--- src/rtl/scmpu_pkg.sv ---
// Constants, register codes and region match functions of the coprocessor block.
// Depends on nothing; used by the top level by scoped names.
package scmpu_pkg;

    localparam int REGION_COUNT = 8;
    localparam int RegionIdxW   = (REGION_COUNT > 1) ? $clog2(REGION_COUNT) : 1;

    // Word modes
    localparam logic [1:0] MODE_READ  = 2'd0;
    localparam logic [1:0] MODE_WRITE = 2'd1;
    localparam logic [1:0] MODE_CHECK = 2'd2;

    // Access kinds of a check
    localparam logic [2:0] KIND_WRITE_USER = 3'd0;
    localparam logic [2:0] KIND_WRITE_SYS  = 3'd1;
    localparam logic [2:0] KIND_READ_USER  = 3'd2;
    localparam logic [2:0] KIND_READ_SYS   = 3'd3;
    localparam logic [2:0] KIND_EXEC_USER  = 3'd4;
    localparam logic [2:0] KIND_EXEC_SYS   = 3'd5;

    // Primary register numbers (CRn)
    localparam logic [3:0] CRN_ID        = 4'd0;
    localparam logic [3:0] CRN_CONTROL   = 4'd1;
    localparam logic [3:0] CRN_CACHE_CFG = 4'd2;
    localparam logic [3:0] CRN_WBUF      = 4'd3;
    localparam logic [3:0] CRN_PERM      = 4'd5;
    localparam logic [3:0] CRN_REGION    = 4'd6;
    localparam logic [3:0] CRN_CACHE_OP  = 4'd7;
    localparam logic [3:0] CRN_LOCK_TCM  = 4'd9;

    // Secondary selectors (CRm, opcode1, opcode2)
    localparam logic [3:0] CRM_BASE      = 4'd0;
    localparam logic [3:0] CRM_TCM       = 4'd1;
    localparam logic [2:0] OP2_MAIN      = 3'd0;
    localparam logic [2:0] OP2_ALT       = 3'd1;
    localparam logic [2:0] OP2_TCM_SIZE  = 3'd2;
    localparam logic [2:0] OP2_DATA_PERM = 3'd2;
    localparam logic [2:0] OP2_INST_PERM = 3'd3;
    localparam logic [2:0] OP2_WFI       = 3'd4;
    localparam logic [2:0] OP1_NONE      = 3'd0;

    localparam logic [31:0] ID_CODE     = 32'h4105_9461;
    localparam logic [31:0] CACHE_TYPE  = 32'h0F0D_2112;
    localparam logic [31:0] TCM_SIZE    = 32'h0014_0180;
    localparam logic [31:0] CTRL_RESET  = 32'h0001_2078;
    localparam logic [31:0] CTRL_WMASK  = 32'h000F_F085;
    localparam logic [31:0] CTRL_FIXED  = 32'h0000_0078;
    localparam logic [31:0] DTCM_WMASK  = 32'h0FFF_F000;
    localparam logic [31:0] PERM_RESET  = 32'h2222_2222;
    localparam logic [31:0] DTCM_RESET  = 32'h0080_000A;
    localparam logic [31:0] ITCM_RESET  = 32'h0000_000C;
    localparam logic [4:0]  SIZE_ALL    = 5'h1F;
    localparam int          MIN_GRAIN   = 6;

    // Enabled region holds the address: compare bits at and above max(size+1, 6).
    function automatic logic region_hit(input logic [31:0] rgn, input logic [31:0] addr);
        logic [4:0]  sz;
        logic [31:0] keep;
        sz = rgn[5:1];
        for (int b = 0; b < 32; b++)
        begin
            keep[b] = (b >= MIN_GRAIN) && (b > int'(sz));
        end
        return rgn[0] && ((sz == SIZE_ALL) || ((addr & keep) == (rgn & keep)));
    endfunction

    function automatic logic nibble_grants(input logic [3:0] nib, input logic [2:0] kind);
        logic g;
        case (kind)
            KIND_WRITE_USER: g = (nib == 4'd3);
            KIND_WRITE_SYS:  g = (nib >= 4'd1) && (nib <= 4'd3);
            KIND_READ_USER:  g = (nib == 4'd2) || (nib == 4'd3) || (nib == 4'd6);
            KIND_READ_SYS:   g = ((nib >= 4'd1) && (nib <= 4'd3)) || (nib == 4'd5)
                                 || (nib == 4'd6);
            KIND_EXEC_USER:  g = (nib == 4'd2) || (nib == 4'd3) || (nib == 4'd6);
            KIND_EXEC_SYS:   g = ((nib >= 4'd1) && (nib <= 4'd3)) || (nib == 4'd6);
            default:         g = 1'b0;
        endcase
        return g;
    endfunction

endpackage

--- src/rtl/system_coprocessor_with_mpu.sv ---
// System control coprocessor with an eight-region protection unit.
// Depends on scmpu_pkg (constants, region match and permission functions).
//
// Each request word is a register read, a register write or an access check,
// and yields exactly one response word. A word taken on req_valid && !req_stall
// lands in an input register; once the output slot is empty or draining, the
// decode, the region compares (all regions side by side) and any register
// update happen in one pass, and the response is loaded into the output
// register, which drives rsp_valid; a full output slot under rsp_stall holds
// the word in the input register. One word is taken every cycle as
// long as the response side keeps draining; the register file is updated as
// a word leaves the input register, so the next word always sees the result
// of the one before. The status outputs (high_vectors, thumb_load_enable,
// big_endian_mode, dtcm_base_reg) reflect the registers after the word's
// own write. Register access in user mode, unknown selections and region
// numbers past the region count are refused with accepted low.
module system_coprocessor_with_mpu
(
    input  logic        clk,
    input  logic        rst_n,
    // request channel
    input  logic        req_valid,
    output logic        req_stall,
    input  logic [1:0]  mode,
    input  logic        user_mode,
    input  logic [3:0]  reg_major,
    input  logic [3:0]  reg_minor,
    input  logic [2:0]  op_first,
    input  logic [2:0]  op_second,
    input  logic [31:0] write_value,
    input  logic [31:0] address,
    input  logic [2:0]  access_kind,
    // response channel
    output logic        rsp_valid,
    input  logic        rsp_stall,
    output logic        accepted,
    output logic [31:0] read_data,
    output logic        allowed,
    output logic        wait_irq,
    output logic        high_vectors,
    output logic        thumb_load_enable,
    output logic        big_endian_mode,
    output logic [27:0] dtcm_base_reg
);

    localparam int NR = scmpu_pkg::REGION_COUNT;
    localparam int IW = scmpu_pkg::RegionIdxW;

    // Input register
    logic        s1_valid_reg, s1_valid_next;
    logic [1:0]  mode_reg;
    logic        user_reg;
    logic [3:0]  crn_reg;
    logic [3:0]  crm_reg;
    logic [2:0]  op1_reg;
    logic [2:0]  op2_reg;
    logic [31:0] wval_reg;
    logic [31:0] addr_reg;
    logic [2:0]  kind_reg;

    // Output register
    logic        out_valid_reg, out_valid_next;
    logic        acc_reg, acc_next;
    logic [31:0] rd_reg, rd_next;
    logic        allow_reg, allow_next;
    logic        wfi_reg, wfi_next;
    logic        hv_reg, hv_next;
    logic        tle_reg, tle_next;
    logic        be_reg, be_next;
    logic [27:0] dtcm_out_reg, dtcm_out_next;

    // Coprocessor registers
    logic [31:0] ctrl_reg, ctrl_next;
    logic [31:0] dcfg_reg, dcfg_next;
    logic [31:0] icfg_reg, icfg_next;
    logic [31:0] wbuf_reg, wbuf_next;
    logic [31:0] dperm_reg, dperm_next;
    logic [31:0] iperm_reg, iperm_next;
    logic [31:0] region_reg [NR];
    logic [31:0] region_next [NR];
    logic [31:0] dlock_reg, dlock_next;
    logic [31:0] ilock_reg, ilock_next;
    logic [31:0] dtcm_reg, dtcm_next;
    logic [31:0] itcm_reg, itcm_next;

    logic        take_in;
    logic        advance;
    logic        is_read;
    logic        is_write;
    logic        rd_ok;
    logic [31:0] rd_val;
    logic        wr_ok;
    logic        wfi_hit;
    logic        crm_in_range;
    logic [IW-1:0] rgn_idx;
    logic [31:0] perm_sel;
    logic [NR-1:0] grant;
    logic        check_ok;

    // Handshake: move the word on whenever the output slot is empty or draining.
    assign advance   = s1_valid_reg && (!out_valid_reg || !rsp_stall);
    assign req_stall = s1_valid_reg && !advance;
    assign take_in   = req_valid && !req_stall;

    always_comb
    begin
        s1_valid_next = s1_valid_reg;
        if (take_in)
            s1_valid_next = 1'b1;
        else if (advance)
            s1_valid_next = 1'b0;

        out_valid_next = out_valid_reg;
        if (advance)
            out_valid_next = 1'b1;
        else if (out_valid_reg && !rsp_stall)
            out_valid_next = 1'b0;
    end

    assign is_read      = (mode_reg == scmpu_pkg::MODE_READ) && !user_reg;
    assign is_write     = (mode_reg == scmpu_pkg::MODE_WRITE) && !user_reg;
    assign crm_in_range = int'(crm_reg) < NR;
    assign rgn_idx      = crm_reg[IW-1:0];

    // Register read decode
    always_comb
    begin
        rd_ok  = 1'b0;
        rd_val = '0;
        if (op1_reg == scmpu_pkg::OP1_NONE)
        begin
            case (crn_reg)
                scmpu_pkg::CRN_ID:
                begin
                    if (crm_reg == scmpu_pkg::CRM_BASE)
                    begin
                        rd_ok = 1'b1;
                        if (op2_reg == scmpu_pkg::OP2_ALT)
                            rd_val = scmpu_pkg::CACHE_TYPE;
                        else if (op2_reg == scmpu_pkg::OP2_TCM_SIZE)
                            rd_val = scmpu_pkg::TCM_SIZE;
                        else
                            rd_val = scmpu_pkg::ID_CODE;
                    end
                end
                scmpu_pkg::CRN_CONTROL:
                begin
                    if (crm_reg == scmpu_pkg::CRM_BASE && op2_reg == scmpu_pkg::OP2_MAIN)
                    begin
                        rd_ok  = 1'b1;
                        rd_val = ctrl_reg;
                    end
                end
                scmpu_pkg::CRN_CACHE_CFG:
                begin
                    if (crm_reg == scmpu_pkg::CRM_BASE && op2_reg == scmpu_pkg::OP2_MAIN)
                    begin
                        rd_ok  = 1'b1;
                        rd_val = dcfg_reg;
                    end
                    else if (crm_reg == scmpu_pkg::CRM_BASE && op2_reg == scmpu_pkg::OP2_ALT)
                    begin
                        rd_ok  = 1'b1;
                        rd_val = icfg_reg;
                    end
                end
                scmpu_pkg::CRN_WBUF:
                begin
                    if (crm_reg == scmpu_pkg::CRM_BASE && op2_reg == scmpu_pkg::OP2_MAIN)
                    begin
                        rd_ok  = 1'b1;
                        rd_val = wbuf_reg;
                    end
                end
                scmpu_pkg::CRN_PERM:
                begin
                    if (crm_reg == scmpu_pkg::CRM_BASE
                        && op2_reg == scmpu_pkg::OP2_DATA_PERM)
                    begin
                        rd_ok  = 1'b1;
                        rd_val = dperm_reg;
                    end
                    else if (crm_reg == scmpu_pkg::CRM_BASE
                             && op2_reg == scmpu_pkg::OP2_INST_PERM)
                    begin
                        rd_ok  = 1'b1;
                        rd_val = iperm_reg;
                    end
                end
                scmpu_pkg::CRN_REGION:
                begin
                    if (op2_reg == scmpu_pkg::OP2_MAIN && crm_in_range)
                    begin
                        rd_ok  = 1'b1;
                        rd_val = region_reg[rgn_idx];
                    end
                end
                scmpu_pkg::CRN_LOCK_TCM:
                begin
                    if (crm_reg == scmpu_pkg::CRM_BASE && op2_reg == scmpu_pkg::OP2_MAIN)
                    begin
                        rd_ok  = 1'b1;
                        rd_val = dlock_reg;
                    end
                    else if (crm_reg == scmpu_pkg::CRM_BASE
                             && op2_reg == scmpu_pkg::OP2_ALT)
                    begin
                        rd_ok  = 1'b1;
                        rd_val = ilock_reg;
                    end
                    else if (crm_reg == scmpu_pkg::CRM_TCM
                             && op2_reg == scmpu_pkg::OP2_MAIN)
                    begin
                        rd_ok  = 1'b1;
                        rd_val = dtcm_reg;
                    end
                    else if (crm_reg == scmpu_pkg::CRM_TCM
                             && op2_reg == scmpu_pkg::OP2_ALT)
                    begin
                        rd_ok  = 1'b1;
                        rd_val = itcm_reg;
                    end
                end
                default:
                begin
                    rd_ok = 1'b0;
                end
            endcase
        end
    end

    // Register write decode and next register values
    always_comb
    begin
        ctrl_next  = ctrl_reg;
        dcfg_next  = dcfg_reg;
        icfg_next  = icfg_reg;
        wbuf_next  = wbuf_reg;
        dperm_next = dperm_reg;
        iperm_next = iperm_reg;
        dlock_next = dlock_reg;
        ilock_next = ilock_reg;
        dtcm_next  = dtcm_reg;
        itcm_next  = itcm_reg;
        for (int r = 0; r < NR; r++)
        begin
            region_next[r] = region_reg[r];
        end
        wr_ok   = 1'b0;
        wfi_hit = 1'b0;

        if (is_write && advance && op1_reg == scmpu_pkg::OP1_NONE)
        begin
            case (crn_reg)
                scmpu_pkg::CRN_CONTROL:
                begin
                    if (crm_reg == scmpu_pkg::CRM_BASE && op2_reg == scmpu_pkg::OP2_MAIN)
                    begin
                        wr_ok     = 1'b1;
                        ctrl_next = (wval_reg & scmpu_pkg::CTRL_WMASK)
                                    | scmpu_pkg::CTRL_FIXED;
                    end
                end
                scmpu_pkg::CRN_CACHE_CFG:
                begin
                    if (crm_reg == scmpu_pkg::CRM_BASE && op2_reg == scmpu_pkg::OP2_MAIN)
                    begin
                        wr_ok     = 1'b1;
                        dcfg_next = wval_reg;
                    end
                    else if (crm_reg == scmpu_pkg::CRM_BASE && op2_reg == scmpu_pkg::OP2_ALT)
                    begin
                        wr_ok     = 1'b1;
                        icfg_next = wval_reg;
                    end
                end
                scmpu_pkg::CRN_WBUF:
                begin
                    if (crm_reg == scmpu_pkg::CRM_BASE && op2_reg == scmpu_pkg::OP2_MAIN)
                    begin
                        wr_ok     = 1'b1;
                        wbuf_next = wval_reg;
                    end
                end
                scmpu_pkg::CRN_PERM:
                begin
                    if (crm_reg == scmpu_pkg::CRM_BASE
                        && op2_reg == scmpu_pkg::OP2_DATA_PERM)
                    begin
                        wr_ok      = 1'b1;
                        dperm_next = wval_reg;
                    end
                    else if (crm_reg == scmpu_pkg::CRM_BASE
                             && op2_reg == scmpu_pkg::OP2_INST_PERM)
                    begin
                        wr_ok      = 1'b1;
                        iperm_next = wval_reg;
                    end
                end
                scmpu_pkg::CRN_REGION:
                begin
                    if (op2_reg == scmpu_pkg::OP2_MAIN && crm_in_range)
                    begin
                        wr_ok                = 1'b1;
                        region_next[rgn_idx] = wval_reg;
                    end
                end
                scmpu_pkg::CRN_CACHE_OP:
                begin
                    if (crm_reg == scmpu_pkg::CRM_BASE && op2_reg == scmpu_pkg::OP2_WFI)
                    begin
                        wr_ok   = 1'b1;
                        wfi_hit = 1'b1;
                    end
                end
                scmpu_pkg::CRN_LOCK_TCM:
                begin
                    if (crm_reg == scmpu_pkg::CRM_BASE && op2_reg == scmpu_pkg::OP2_MAIN)
                    begin
                        wr_ok      = 1'b1;
                        dlock_next = wval_reg;
                    end
                    else if (crm_reg == scmpu_pkg::CRM_BASE
                             && op2_reg == scmpu_pkg::OP2_ALT)
                    begin
                        wr_ok      = 1'b1;
                        ilock_next = wval_reg;
                    end
                    else if (crm_reg == scmpu_pkg::CRM_TCM
                             && op2_reg == scmpu_pkg::OP2_MAIN)
                    begin
                        wr_ok     = 1'b1;
                        dtcm_next = wval_reg & scmpu_pkg::DTCM_WMASK;
                    end
                    else if (crm_reg == scmpu_pkg::CRM_TCM
                             && op2_reg == scmpu_pkg::OP2_ALT)
                    begin
                        wr_ok     = 1'b1;
                        itcm_next = wval_reg;
                    end
                end
                default:
                begin
                    wr_ok = 1'b0;
                end
            endcase
        end
    end

    // Access check: regions compare in parallel; a grant or ctrl[0] low passes.
    assign perm_sel = (kind_reg >= scmpu_pkg::KIND_EXEC_USER) ? iperm_reg : dperm_reg;

    always_comb
    begin
        for (int r = 0; r < NR; r++)
        begin
            grant[r] = scmpu_pkg::region_hit(region_reg[r], addr_reg)
                       && scmpu_pkg::nibble_grants(perm_sel[4*r +: 4], kind_reg);
        end
    end

    assign check_ok = !ctrl_reg[0] || (|grant);

    // Response word
    always_comb
    begin
        acc_next      = (is_read && rd_ok) || (is_write && wr_ok);
        rd_next       = (is_read && rd_ok) ? rd_val : '0;
        allow_next    = (mode_reg == scmpu_pkg::MODE_CHECK) && check_ok;
        wfi_next      = is_write && wfi_hit;
        hv_next       = ctrl_next[13];
        tle_next      = !ctrl_next[15];
        be_next       = ctrl_next[7];
        dtcm_out_next = dtcm_next[27:0];
    end

    // Control and coprocessor registers
    always_ff @(posedge clk or negedge rst_n)
    begin
        if (!rst_n)
        begin
            s1_valid_reg  <= 1'b0;
            out_valid_reg <= 1'b0;
            ctrl_reg      <= scmpu_pkg::CTRL_RESET;
            dcfg_reg      <= '0;
            icfg_reg      <= '0;
            wbuf_reg      <= '0;
            dperm_reg     <= scmpu_pkg::PERM_RESET;
            iperm_reg     <= scmpu_pkg::PERM_RESET;
            dlock_reg     <= '0;
            ilock_reg     <= '0;
            dtcm_reg      <= scmpu_pkg::DTCM_RESET;
            itcm_reg      <= scmpu_pkg::ITCM_RESET;
            for (int r = 0; r < NR; r++)
            begin
                region_reg[r] <= '0;
            end
        end
        else
        begin
            s1_valid_reg  <= s1_valid_next;
            out_valid_reg <= out_valid_next;
            ctrl_reg      <= ctrl_next;
            dcfg_reg      <= dcfg_next;
            icfg_reg      <= icfg_next;
            wbuf_reg      <= wbuf_next;
            dperm_reg     <= dperm_next;
            iperm_reg     <= iperm_next;
            dlock_reg     <= dlock_next;
            ilock_reg     <= ilock_next;
            dtcm_reg      <= dtcm_next;
            itcm_reg      <= itcm_next;
            for (int r = 0; r < NR; r++)
            begin
                region_reg[r] <= region_next[r];
            end
        end
    end

    // Payload registers: hold while stalled.
    always_ff @(posedge clk)
    begin
        if (take_in)
        begin
            mode_reg <= mode;
            user_reg <= user_mode;
            crn_reg  <= reg_major;
            crm_reg  <= reg_minor;
            op1_reg  <= op_first;
            op2_reg  <= op_second;
            wval_reg <= write_value;
            addr_reg <= address;
            kind_reg <= access_kind;
        end
        if (advance)
        begin
            acc_reg      <= acc_next;
            rd_reg       <= rd_next;
            allow_reg    <= allow_next;
            wfi_reg      <= wfi_next;
            hv_reg       <= hv_next;
            tle_reg      <= tle_next;
            be_reg       <= be_next;
            dtcm_out_reg <= dtcm_out_next;
        end
    end

    assign rsp_valid         = out_valid_reg;
    assign accepted          = acc_reg;
    assign read_data         = rd_reg;
    assign allowed           = allow_reg;
    assign wait_irq          = wfi_reg;
    assign high_vectors      = hv_reg;
    assign thumb_load_enable = tle_reg;
    assign big_endian_mode   = be_reg;
    assign dtcm_base_reg     = dtcm_out_reg;

endmodule

--- config.mk ---
export PLATFORM = sky130hd
export DESIGN_NAME = system_coprocessor_with_mpu
export DESIGN_NICKNAME = d
export VERILOG_FILES = /design/src/rtl/scmpu_pkg.sv /design/src/rtl/system_coprocessor_with_mpu.sv
export SDC_FILE = /design/constraint.sdc
export NUM_CORES = 1
export LEC_CHECK = 0
export ABC_AREA = 0
export BUFFER_PORTS_ARGS = -buffer_cell sky130_fd_sc_hd__buf_2
export CAP_MARGIN = 20
export CORE_MARGIN = 5
export CORE_UTILIZATION = 32
export DETAILED_ROUTE_END_ITERATION = 12
export PLACE_DENSITY = 0.49
export SYNTH_ARGS = -nofsm -noshare
export SYNTH_HDL_FRONTEND = slang
export SYNTH_SLANG_ARGS = --single-unit
--- constraint.sdc ---
create_clock -name clk -period 5.4 [get_ports clk]
set_clock_uncertainty 0.2 [all_clocks]
set_input_delay 0.81 -clock clk [delete_from_list [all_inputs] [get_ports clk]]
set_output_delay 0.81 -clock clk [all_outputs]
set_load 0.01 [all_outputs]
### Word-level counts from Yosys, hierarchy flattened

Cells that the tools add are included.

* $lt $le $gt $ge: 228
* equal/unequal tests: 67
* muxes and demuxes: 60
* bitwise gates (word level): 21
* reductions and logical operators: 125

Operators with widths (count)
* 5-bit > comparator, first input constant: 128
* 32-bit AND: 16
* 32-bit two-way mux: 16
* 4-bit by 5-bit > comparator with 1-bit output, first input constant: 64
* 256-bit bitwise mux: 1
* 32-bit equality test: 8
* 32-bit one-hot mux with 7 select lines: 1
* 28-bit two-way mux: 5
* 32-bit binary-select mux with 3-bit select: 1
* 32-bit demux with 3-bit select: 1
* 3-bit by 5-bit > comparator with 1-bit output, first input constant: 16
* 4-bit by 3-bit equality test with 1-bit output, second input constant: 19
* 4-bit by 2-bit equality test with 1-bit output, second input constant: 18
* 1-bit logical OR: 51
* 16-bit two-way mux: 3
* 1-bit logical AND: 45
* 5-bit equality test, second input constant: 8
* 1-bit one-hot mux with 5 select lines: 8
* 4-bit by 1-bit greater-or-equal comparator with 1-bit output, second input constant: 8
* 4-bit by 2-bit less-or-equal comparator with 1-bit output, second input constant: 8
* 31-bit two-way mux: 1
* 1-bit two-way mux: 20
* 20-bit two-way mux: 1
* 3-bit AND reduction: 6
* 24 further kinds: 48

* register bits after elaboration: 703
* input port bits: 88
* output and inout bits: 68
* word-level logic and storage cells: 539

### Depth between registers and ports, before layout

Gate-level depths: netlist (run 1).

* depth in word-level cells: 11
* depth in mapped cells: 12
* depth with buffers taken out: 8

### Worst setup path after synthesis (run 1)

Ideal clock, no wire load.

* kind: input -> register
* start point: input port rsp_stall
* end point: register dtcm_out_reg[23], in the netlist dtcm_base_reg[23], data pin
* library setup time: 0.263 ns
* arrival time: 4.162 ns
* required time: 4.937 ns
* setup slack: 0.775 ns
* cell stages on the path: 6
* buffers on the path: 1
* path through: nand2_1 and2_1 nand4_1 nor3_4 buf_2 mux2_2

* longest elaborated chain between the ends: 6

Ends and longest elaborated chain
* start, declared: line system_coprocessor_with_mpu.sv:35 `input logic rsp_stall,`
* 1-bit logical NOT: line system_coprocessor_with_mpu.sv:101 `assign advance = s1_valid_reg && (!out_valid_reg || !rsp_stall);`
* 1-bit logical OR: line system_coprocessor_with_mpu.sv:101
* 1-bit logical AND: line system_coprocessor_with_mpu.sv:101
* via advance: line system_coprocessor_with_mpu.sv:87 `logic advance;`
* 1-bit logical AND (2 in a row): line system_coprocessor_with_mpu.sv:252 `if (is_write && advance && op1_reg == scmpu_pkg::OP1_NONE)`
* 28-bit two-way mux: line system_coprocessor_with_mpu.sv:252
* via dtcm_next[23]: line system_coprocessor_with_mpu.sv:83 `logic [31:0] dtcm_reg, dtcm_next;`
* end signal, assigned: line system_coprocessor_with_mpu.sv:444 `dtcm_out_reg <= dtcm_out_next;`
* end, declared: line system_coprocessor_with_mpu.sv:70 `logic [27:0] dtcm_out_reg, dtcm_out_next;`

The timed path passes the listed nets, and every way through them passes these cells.
A chain may end at the register's enable or synchronous reset.

### Final worst setup path (run 1)

* start point: register region_reg[34] in the netlist's numbering
* end point: register allow_reg, in the netlist allowed, data pin

* longest elaborated chain between the ends: 9
* elaborated cells on any way between the ends: 36
* classes of those cells: order compare: 26; eq/ne: 2; bitwise: 2; reduce/logical: 6

Ends and longest elaborated chain
* start, declared: line system_coprocessor_with_mpu.sv:79 `logic [31:0] region_reg [NR];`
* start signal, assigned by index: line system_coprocessor_with_mpu.sv:415 `region_reg[r] <= region_next[r];`
* 3-bit by 5-bit > comparator with 1-bit output (tied with other cells): line scmpu_pkg.sv:62 `keep[b] = (b >= MIN_GRAIN) && (b > int'(sz));`
* 32-bit AND: line scmpu_pkg.sv:64 `return rgn[0] && ((sz == SIZE_ALL) || ((addr & keep) == (rgn & keep)));`
* 32-bit equality test: line scmpu_pkg.sv:64
* 1-bit logical OR *: line scmpu_pkg.sv:64
* 1-bit logical AND *: line scmpu_pkg.sv:64
* 1-bit logical AND *: line system_coprocessor_with_mpu.sv:358 `&& scmpu_pkg::nibble_grants(perm_sel[4*r +: 4], kind_reg);`
* 8-bit OR reduction *: line system_coprocessor_with_mpu.sv:362 `assign check_ok = !ctrl_reg[0] || (|grant);`
* 1-bit logical OR *: line system_coprocessor_with_mpu.sv:362
* 1-bit logical AND *: line system_coprocessor_with_mpu.sv:369 `allow_next = (mode_reg == scmpu_pkg::MODE_CHECK) && check_ok;`
* via allow_next: line system_coprocessor_with_mpu.sv:65 `logic allow_reg, allow_next;`
* end signal, assigned: line system_coprocessor_with_mpu.sv:439 `allow_reg <= allow_next;`
* end, declared: line system_coprocessor_with_mpu.sv:65

Mark *: on every way through the listed nets, which the timed path passes. The rest lies on a longest branch.

==> results of run 1 <==
-- layout by cell type, fill, tap and decap left out, types with 100 or more instances in the layout --
master and count:
o21ai_0 127, dfrtp_1 530, a21oi_1 118, xnor2_1 100, a22oi_1 133, buf_2 148
xor2_1 109, edfxtp_1 144, mux2_2 483, nand2_1 151
-- through the flow --
step           hold WS, ps  area, µm²  utilization
2_1_floorplan          248      34100            -
3_3_place_gp           260      36400        0.345
3_5_place_dp           269      36500        0.345
4_1_cts               5.09      39100        0.371
5_1_grt               38.8      39200        0.371
6_report             -18.6      39200        0.371
-- worst min path at each step --
stage	slack (ps)	from	to
6_report	-20	rst_n	region_reg[55]
5_1_grt	40	rst_n	region_reg[55]
4_1_cts	5	rst_n	region_reg[55]
3_5_place_dp	270	wbuf_reg[4]	wbuf_reg[4]
3_3_place_gp	260	wbuf_reg[4]	wbuf_reg[4]
2_1_floorplan	250	wbuf_reg[4]	wbuf_reg[4]
-- metal layers --
layer  vias to the layer above  wire length, µm  part of all wire  global-route usage
met5                         -               60           0.00044                   0
met4                        10             6120             0.045              0.0997
met3                       246             9370             0.068              0.0375
met2                      1138            62400              0.46               0.375
met1                     13300            59200              0.43               0.327
li1                      10700                -                 -                   -
-- cells by family (layout without fill, tap and decap cells) --
kind of cell,after synthesis,after routing,synth area share
DFF,697,697,0.533
AOI/OAI and AO/OA,621,621,0.122
muxes,571,571,0.187
and+or+nand+nor,460,460,0.0680
buffers and inverters,271,406,0.0347
xor gates and xnor gates,209,209,0.0537
adders and majority gates,5,5,0.00147
other,0,4,0
-- power by group through the flow --
stage	clock, mW	sequential, mW	combinational [mW]
global placement	0	5.73	0.631
finish	5.64	5.63	0.647
global route	5.95	5.64	0.683
CTS	5.77	5.63	0.644
detailed placement	0	5.73	0.642
floorplan	0	5.61	0.293
-- final cells by class --
cell class                 instances  share of cell area
sequential                       697               0.464
multi-input combinational       1866               0.380
clock buffer                     103              0.0548
tap                             1391              0.0444
timing repair buffer             237              0.0397
clock inverter                    39              0.0140
inverter                          27             0.00259
antenna                            4            0.000256
==> impl_metrics.toml, run 1 <==
[run_status]
status = "finished with violations"
violations = "negative hold slack"

[routing]
detail-route-antenna-nets = 0
drc = 0
drt-wirelength-per-cell_um = 31.4
drtIter0Drc = 2590
viasPerCell = 5.82
dr.pass1.iters = 5
vias = 25400
finalWirelength_mm = 137

[setup_path]
cp-startpoint = "region_reg[34]"
r2r_cells = 8
critPathSlowestCell = "nor3_1"
cpMostUsedCell = "a311oi_1"
crit_end = "allowed"
path_cells = "nand2_1 > nor3_1 > o21ai_0 > a311oi_1 > nand4_1 > o31ai_1 > nor4_1 > a311oi_1"
critPathMaxStageDelay_ps = 670
crit_fanout = 11
required_ps = 5660
path_class = "reg2reg"
cp.depth = 8
r2r-start = "region_reg[34]"
worstPathArrival_ps = 4350
r2r-end = "allowed"
reg2reg_slack_ps = 1310
crit_buf_inv = 0
critPathTopFamily = "compound AO/OA/AOI/OAI gates"
cp-start-kind = "register"
crit_path_end_kind = "register"

[timing]
fmax_mhz = 244
fin_crit_sh = 0.758
drv_slew = 0
rsz0062_at_grt = "no"
period_needed_ps = 4090
worst_slack_ps = 1310
relSlewSlack = 0.194
setup_tns_ps = 0
timing.hold.ws_ps = -18.6
finalHoldViolations = 7
worst_pin_slew_ps = 1210
setup_viol = 0

[clock_network]
clockBufferDepth = 3
clock_latency_ps = 660
cts_resized = 0
post_cts_buffers = 0
clock_sinks = 697
path_clk_slew_ps = 60
cts-root-buf = "clkbuf_16"
h-tree-depth = 3
cts_made_buffers = 77
postCtsHoldBufs = 0
cts_tree = "built"

[synthesis]
async_flop_share = 0.793
synth_edf_count = 144
synth.distinct_cells = 76
ys_seq_elements = 697
yosys_warnings = 0
avgSynthCellArea_um2 = 12.0
synth_most_common_cell = "dfrtp_1"
synthesis.instances = 2834
ys_seq_area_frac = 0.533
synth.top_cells.by_count = "530 x dfrtp_1, 483 x mux2_2, 151 x nand2_1"
yosys.area.top_type = "dfrtp_1"
syn_nets = 2922
synth_area_leaders = "dfrtp_1 39%, mux2_2 16%, edfxtp_1 13%, a22oi_1 2.9%, xor2_1 2.8%"
yosysTopAreaCellShare = 0.389
synth_flop_cell = "dfrtp_1"
syn_area_um2 = 34100

[power]
ir_drop_uv = 201
clkPwrFrac = 0.473
p_seq_frac = 0.472
total_power_mw = 11.9
p_switching_mw = 2.94
power_leakage_nw = 17.1
p_sw_frac = 0.247
intPower_mw = 8.98
share_comb_of_total_power = 0.054
p_per_area_nw_per_um2 = 304

[place]
placed_cells = 4217
portBuffers = 149
dpl_worst_slack_ps = 1420
gp_congestion = 0.968
dpl.hpwl_mm = 97.3

[layout]
area_delta_synth_final_pct = 14.8
drive_above_1_share = 0.303
stdcell_count = 4364
largest_register_ffs = 256
multi_input_area_um2 = 14900
fillCellCount = 10200
regArea_um2 = 18200
nNetsFinal = 2994

[die]
start_util = 0.323
rows = 119
fp.dieArea_um2 = 113000
fp.dieH_um = 337
coreArea_um2 = 106000
chipWidth_um = 337
num_io_pins = 156

[grt]
grt_remaining_overflow = 0
grt_pass1_vias = 25800
grt_usage = 0.237
grt_antenna_before_repair = 7
grt_pass1_wl_mm = 195
grt_start_max_net_pins = 100

[worst_hold_path]
hold_path_class = "in2async"

[flow_run]
max_cap_violations = 0
(Power assumes the default switching activity.)
==> run 2, diff against run 1 <==
ABC_AREA = 1   (was 0)
clock period = 4.2 ns   (was 5.4 ns; I/O delays follow)
==> impl_metrics.toml, run 2 <==
[timing]
worst_slack_ps = 775
period_needed_ps = 3420
fmax_mhz = 292
rsz0062_at_grt = "no"
finalHoldViolations = 0
drv_slew = 0
setup_tns_ps = 0
relSlewSlack = 0.271
setup_viol = 0
fin_crit_sh = 0.815
worst_pin_slew_ps = 1090

[setup_path]
reg2reg_slack_ps = 780
cp-startpoint = "crm_reg[2]"
required_ps = 4440
r2r-start = "crm_reg[2]"
r2r_cells = 10
crit_path_end_kind = "register"
crit_buf_inv = 4
cpMostUsedCell = "inv_2"
crit_fanout = 16
path_class = "reg2reg"
critPathSlowestCell = "edfxtp_1"
cp-start-kind = "register"
crit_end = "read_data[3]"
path_cells = "inv_2 > nand3_4 > nor2_4 > inv_2 > o31ai_1 > inv_1 > nand4_1 > nand2_1 > buf_4 > a31oi_1"
cp.depth = 10
worstPathArrival_ps = 3660
r2r-end = "read_data[3]"
critPathTopFamily = "simple AND/OR/NAND/NOR gates"
critPathMaxStageDelay_ps = 510

[synthesis]
yosysTopAreaCellShare = 0.376
ys_seq_area_frac = 0.516
synthesis.instances = 4456
synth.top_cells.by_count = "1430 x nand2_1, 648 x o21ai_0, 530 x dfrtp_1"
synth_flop_cell = "dfrtp_1"
synth.distinct_cells = 53
synth_most_common_cell = "nand2_1"
synth_area_leaders = "dfrtp_1 38%, nand2_1 15%, edfxtp_1 12%, o21ai_0 9.2%, nor2_1 3.4%"
syn_area_um2 = 35200
yosys.area.top_type = "dfrtp_1"
ys_seq_elements = 697
async_flop_share = 0.793
synth_edf_count = 144
syn_nets = 4544
avgSynthCellArea_um2 = 7.91
yosys_warnings = 0

[grt]
grt_pass1_wl_mm = 217
grt_pass1_vias = 30000
grt_antenna_before_repair = 6
grt_remaining_overflow = 0
grt_start_max_net_pins = 96
grt_usage = 0.253

[routing]
detail-route-antenna-nets = 0
vias = 31900
dr.pass1.iters = 5
drtIter0Drc = 3790
drc = 0
viasPerCell = 5.17
finalWirelength_mm = 151
drt-wirelength-per-cell_um = 24.4

[power]
share_comb_of_total_power = 0.076
p_seq_frac = 0.458
intPower_mw = 11.5
p_per_area_nw_per_um2 = 378
ir_drop_uv = 252
clkPwrFrac = 0.466
p_switching_mw = 4.15
p_sw_frac = 0.265
total_power_mw = 15.7
power_leakage_nw = 18.7

[place]
portBuffers = 149
dpl_cell_area_um2 = 38000
gp_congestion = 1.01
dpl_worst_slack_ps = 815
placed_cells = 5938
dpl.hpwl_mm = 109

[layout]
drive_above_1_share = 0.104
stdcell_count = 6177
layout_common_cells = "1429 x nand2_1, 648 x o21ai_0, 530 x dfrtp_1, 314 x nor2_1, 308 x inv_1"
multi_input_area_um2 = 14800
nNetsFinal = 4716
final_common_cell = "nand2_1"
largest_register_ffs = 256
area_delta_synth_final_pct = 17.8
final_area_um2 = 41500
regArea_um2 = 18200
fillCellCount = 11500

[clock_network]
cts_tree = "built"
postCtsHoldBufs = 81
path_clk_slew_ps = 60
h-tree-depth = 3
clockBufferDepth = 3
cts_resized = 0
cts-root-buf = "clkbuf_16"
clock_latency_ps = 690
clock_sinks = 697
post_cts_buffers = 0
cts_made_buffers = 83

[die]
rows = 121
fp.dieArea_um2 = 117000
num_io_pins = 156
coreArea_um2 = 109000
fp.dieH_um = 342
chipWidth_um = 342
start_util = 0.323

[worst_hold_path]
hold_path_class = "reg2reg"

[run_status]
status = "complete, no violations"

[flow_run]
max_cap_violations = 0
[run 2: changes by cell type in the layout (fill, tap and decap cells not counted), moves of 47 or more]
| cell | change |
|---|---|
| a22oi_1 | -113 |
| xnor2_1 | -47 |
| dlygate4sd3_1 | +81 |
| nor2_1 | +233 |
| mux2_2 | -483 |
| nand3_1 | +186 |
| o21ai_0 | +521 |
| nand2_1 | +1278 |
| mux2_1 | -49 |
| inv_1 | +281 |
| o21ai_1 | +53 |
[run 2: how the worst min path moves through the flow]
| stage | end | slack, ps | cells past startpoint | start |
|---|---|---|---|---|
| 2_1_floorplan | ctrl_reg[0] | 130 | 0 | rst_n |
| 3_3_place_gp | dtcm_reg[1] | 250 | 2 | dtcm_reg[1] |
| 3_5_place_dp | dtcm_reg[1] | 250 | 2 | dtcm_reg[1] |
| 4_1_cts | dtcm_reg[1] | 260 | 2 | dtcm_reg[1] |
| 5_1_grt | dtcm_reg[1] | 280 | 2 | dtcm_reg[1] |
| 6_report | dtcm_reg[1] | 260 | 2 | dtcm_reg[1] |
[run 2: final cells by class]
class	count	share of cell area
Timing Repair Buffer	355	0.0659
Inverter	328	0.0297
Clock inverter	42	0.0111
Sequential cell	697	0.438
Clock buffer	114	0.0550
Tap cell	1476	0.0445
Antenna cell	2	0.000121
Multi-Input combinational cell	3163	0.356
[run 2: power groups by stage]
| stage | Clock, mW | Sequential (mW) | Combinational, mW |
|---|---|---|---|
| after global routing | 7.75 | 7.19 | 1.27 |
| after CTS | 7.47 | 7.19 | 1.19 |
| after global placement | 0 | 7.31 | 1.13 |
| final | 7.30 | 7.19 | 1.19 |
| after floorplan | 0 | 7.25 | 0.473 |
| after detailed placement | 0 | 7.31 | 1.13 |
[run 2: routing by layer]
metal / track usage / up-vias / part of all wire
met3: 0.0433 / 218 / 0.070
met4: 0.0970 / 2 / 0.040
met2: 0.374 / 1100 / 0.43
met1: 0.369 / 15700 / 0.46
met5: 0 / - / 0.000086
li1: - / 14900 / -
[run 2: kinds of logic (layout without fill, tap and decap cells)]
family,Yosys count,in the layout,share of synthesized area
and+or+nand+nor,2094,2094,0.242
AOI/OAI and AO/OA,934,934,0.143
DFF,697,697,0.516
buffers and inverters,596,839,0.0654
xor gates and xnor gates,134,134,0.0333
muxes,1,1,0.000284
other,0,2,0
[run 2: worst min-delay path: stages (launching register included)]
cell     delay [ps]
dfstp_2         370
inv_1            40
nor2_1           50
[run 2: per-stage QoR]
stage	hold slack, ps	utilization
finish	261	0.380
global route	283	0.380
CTS	263	0.380
detailed placement	253	0.348
global placement	253	0.348
floorplan	134	-
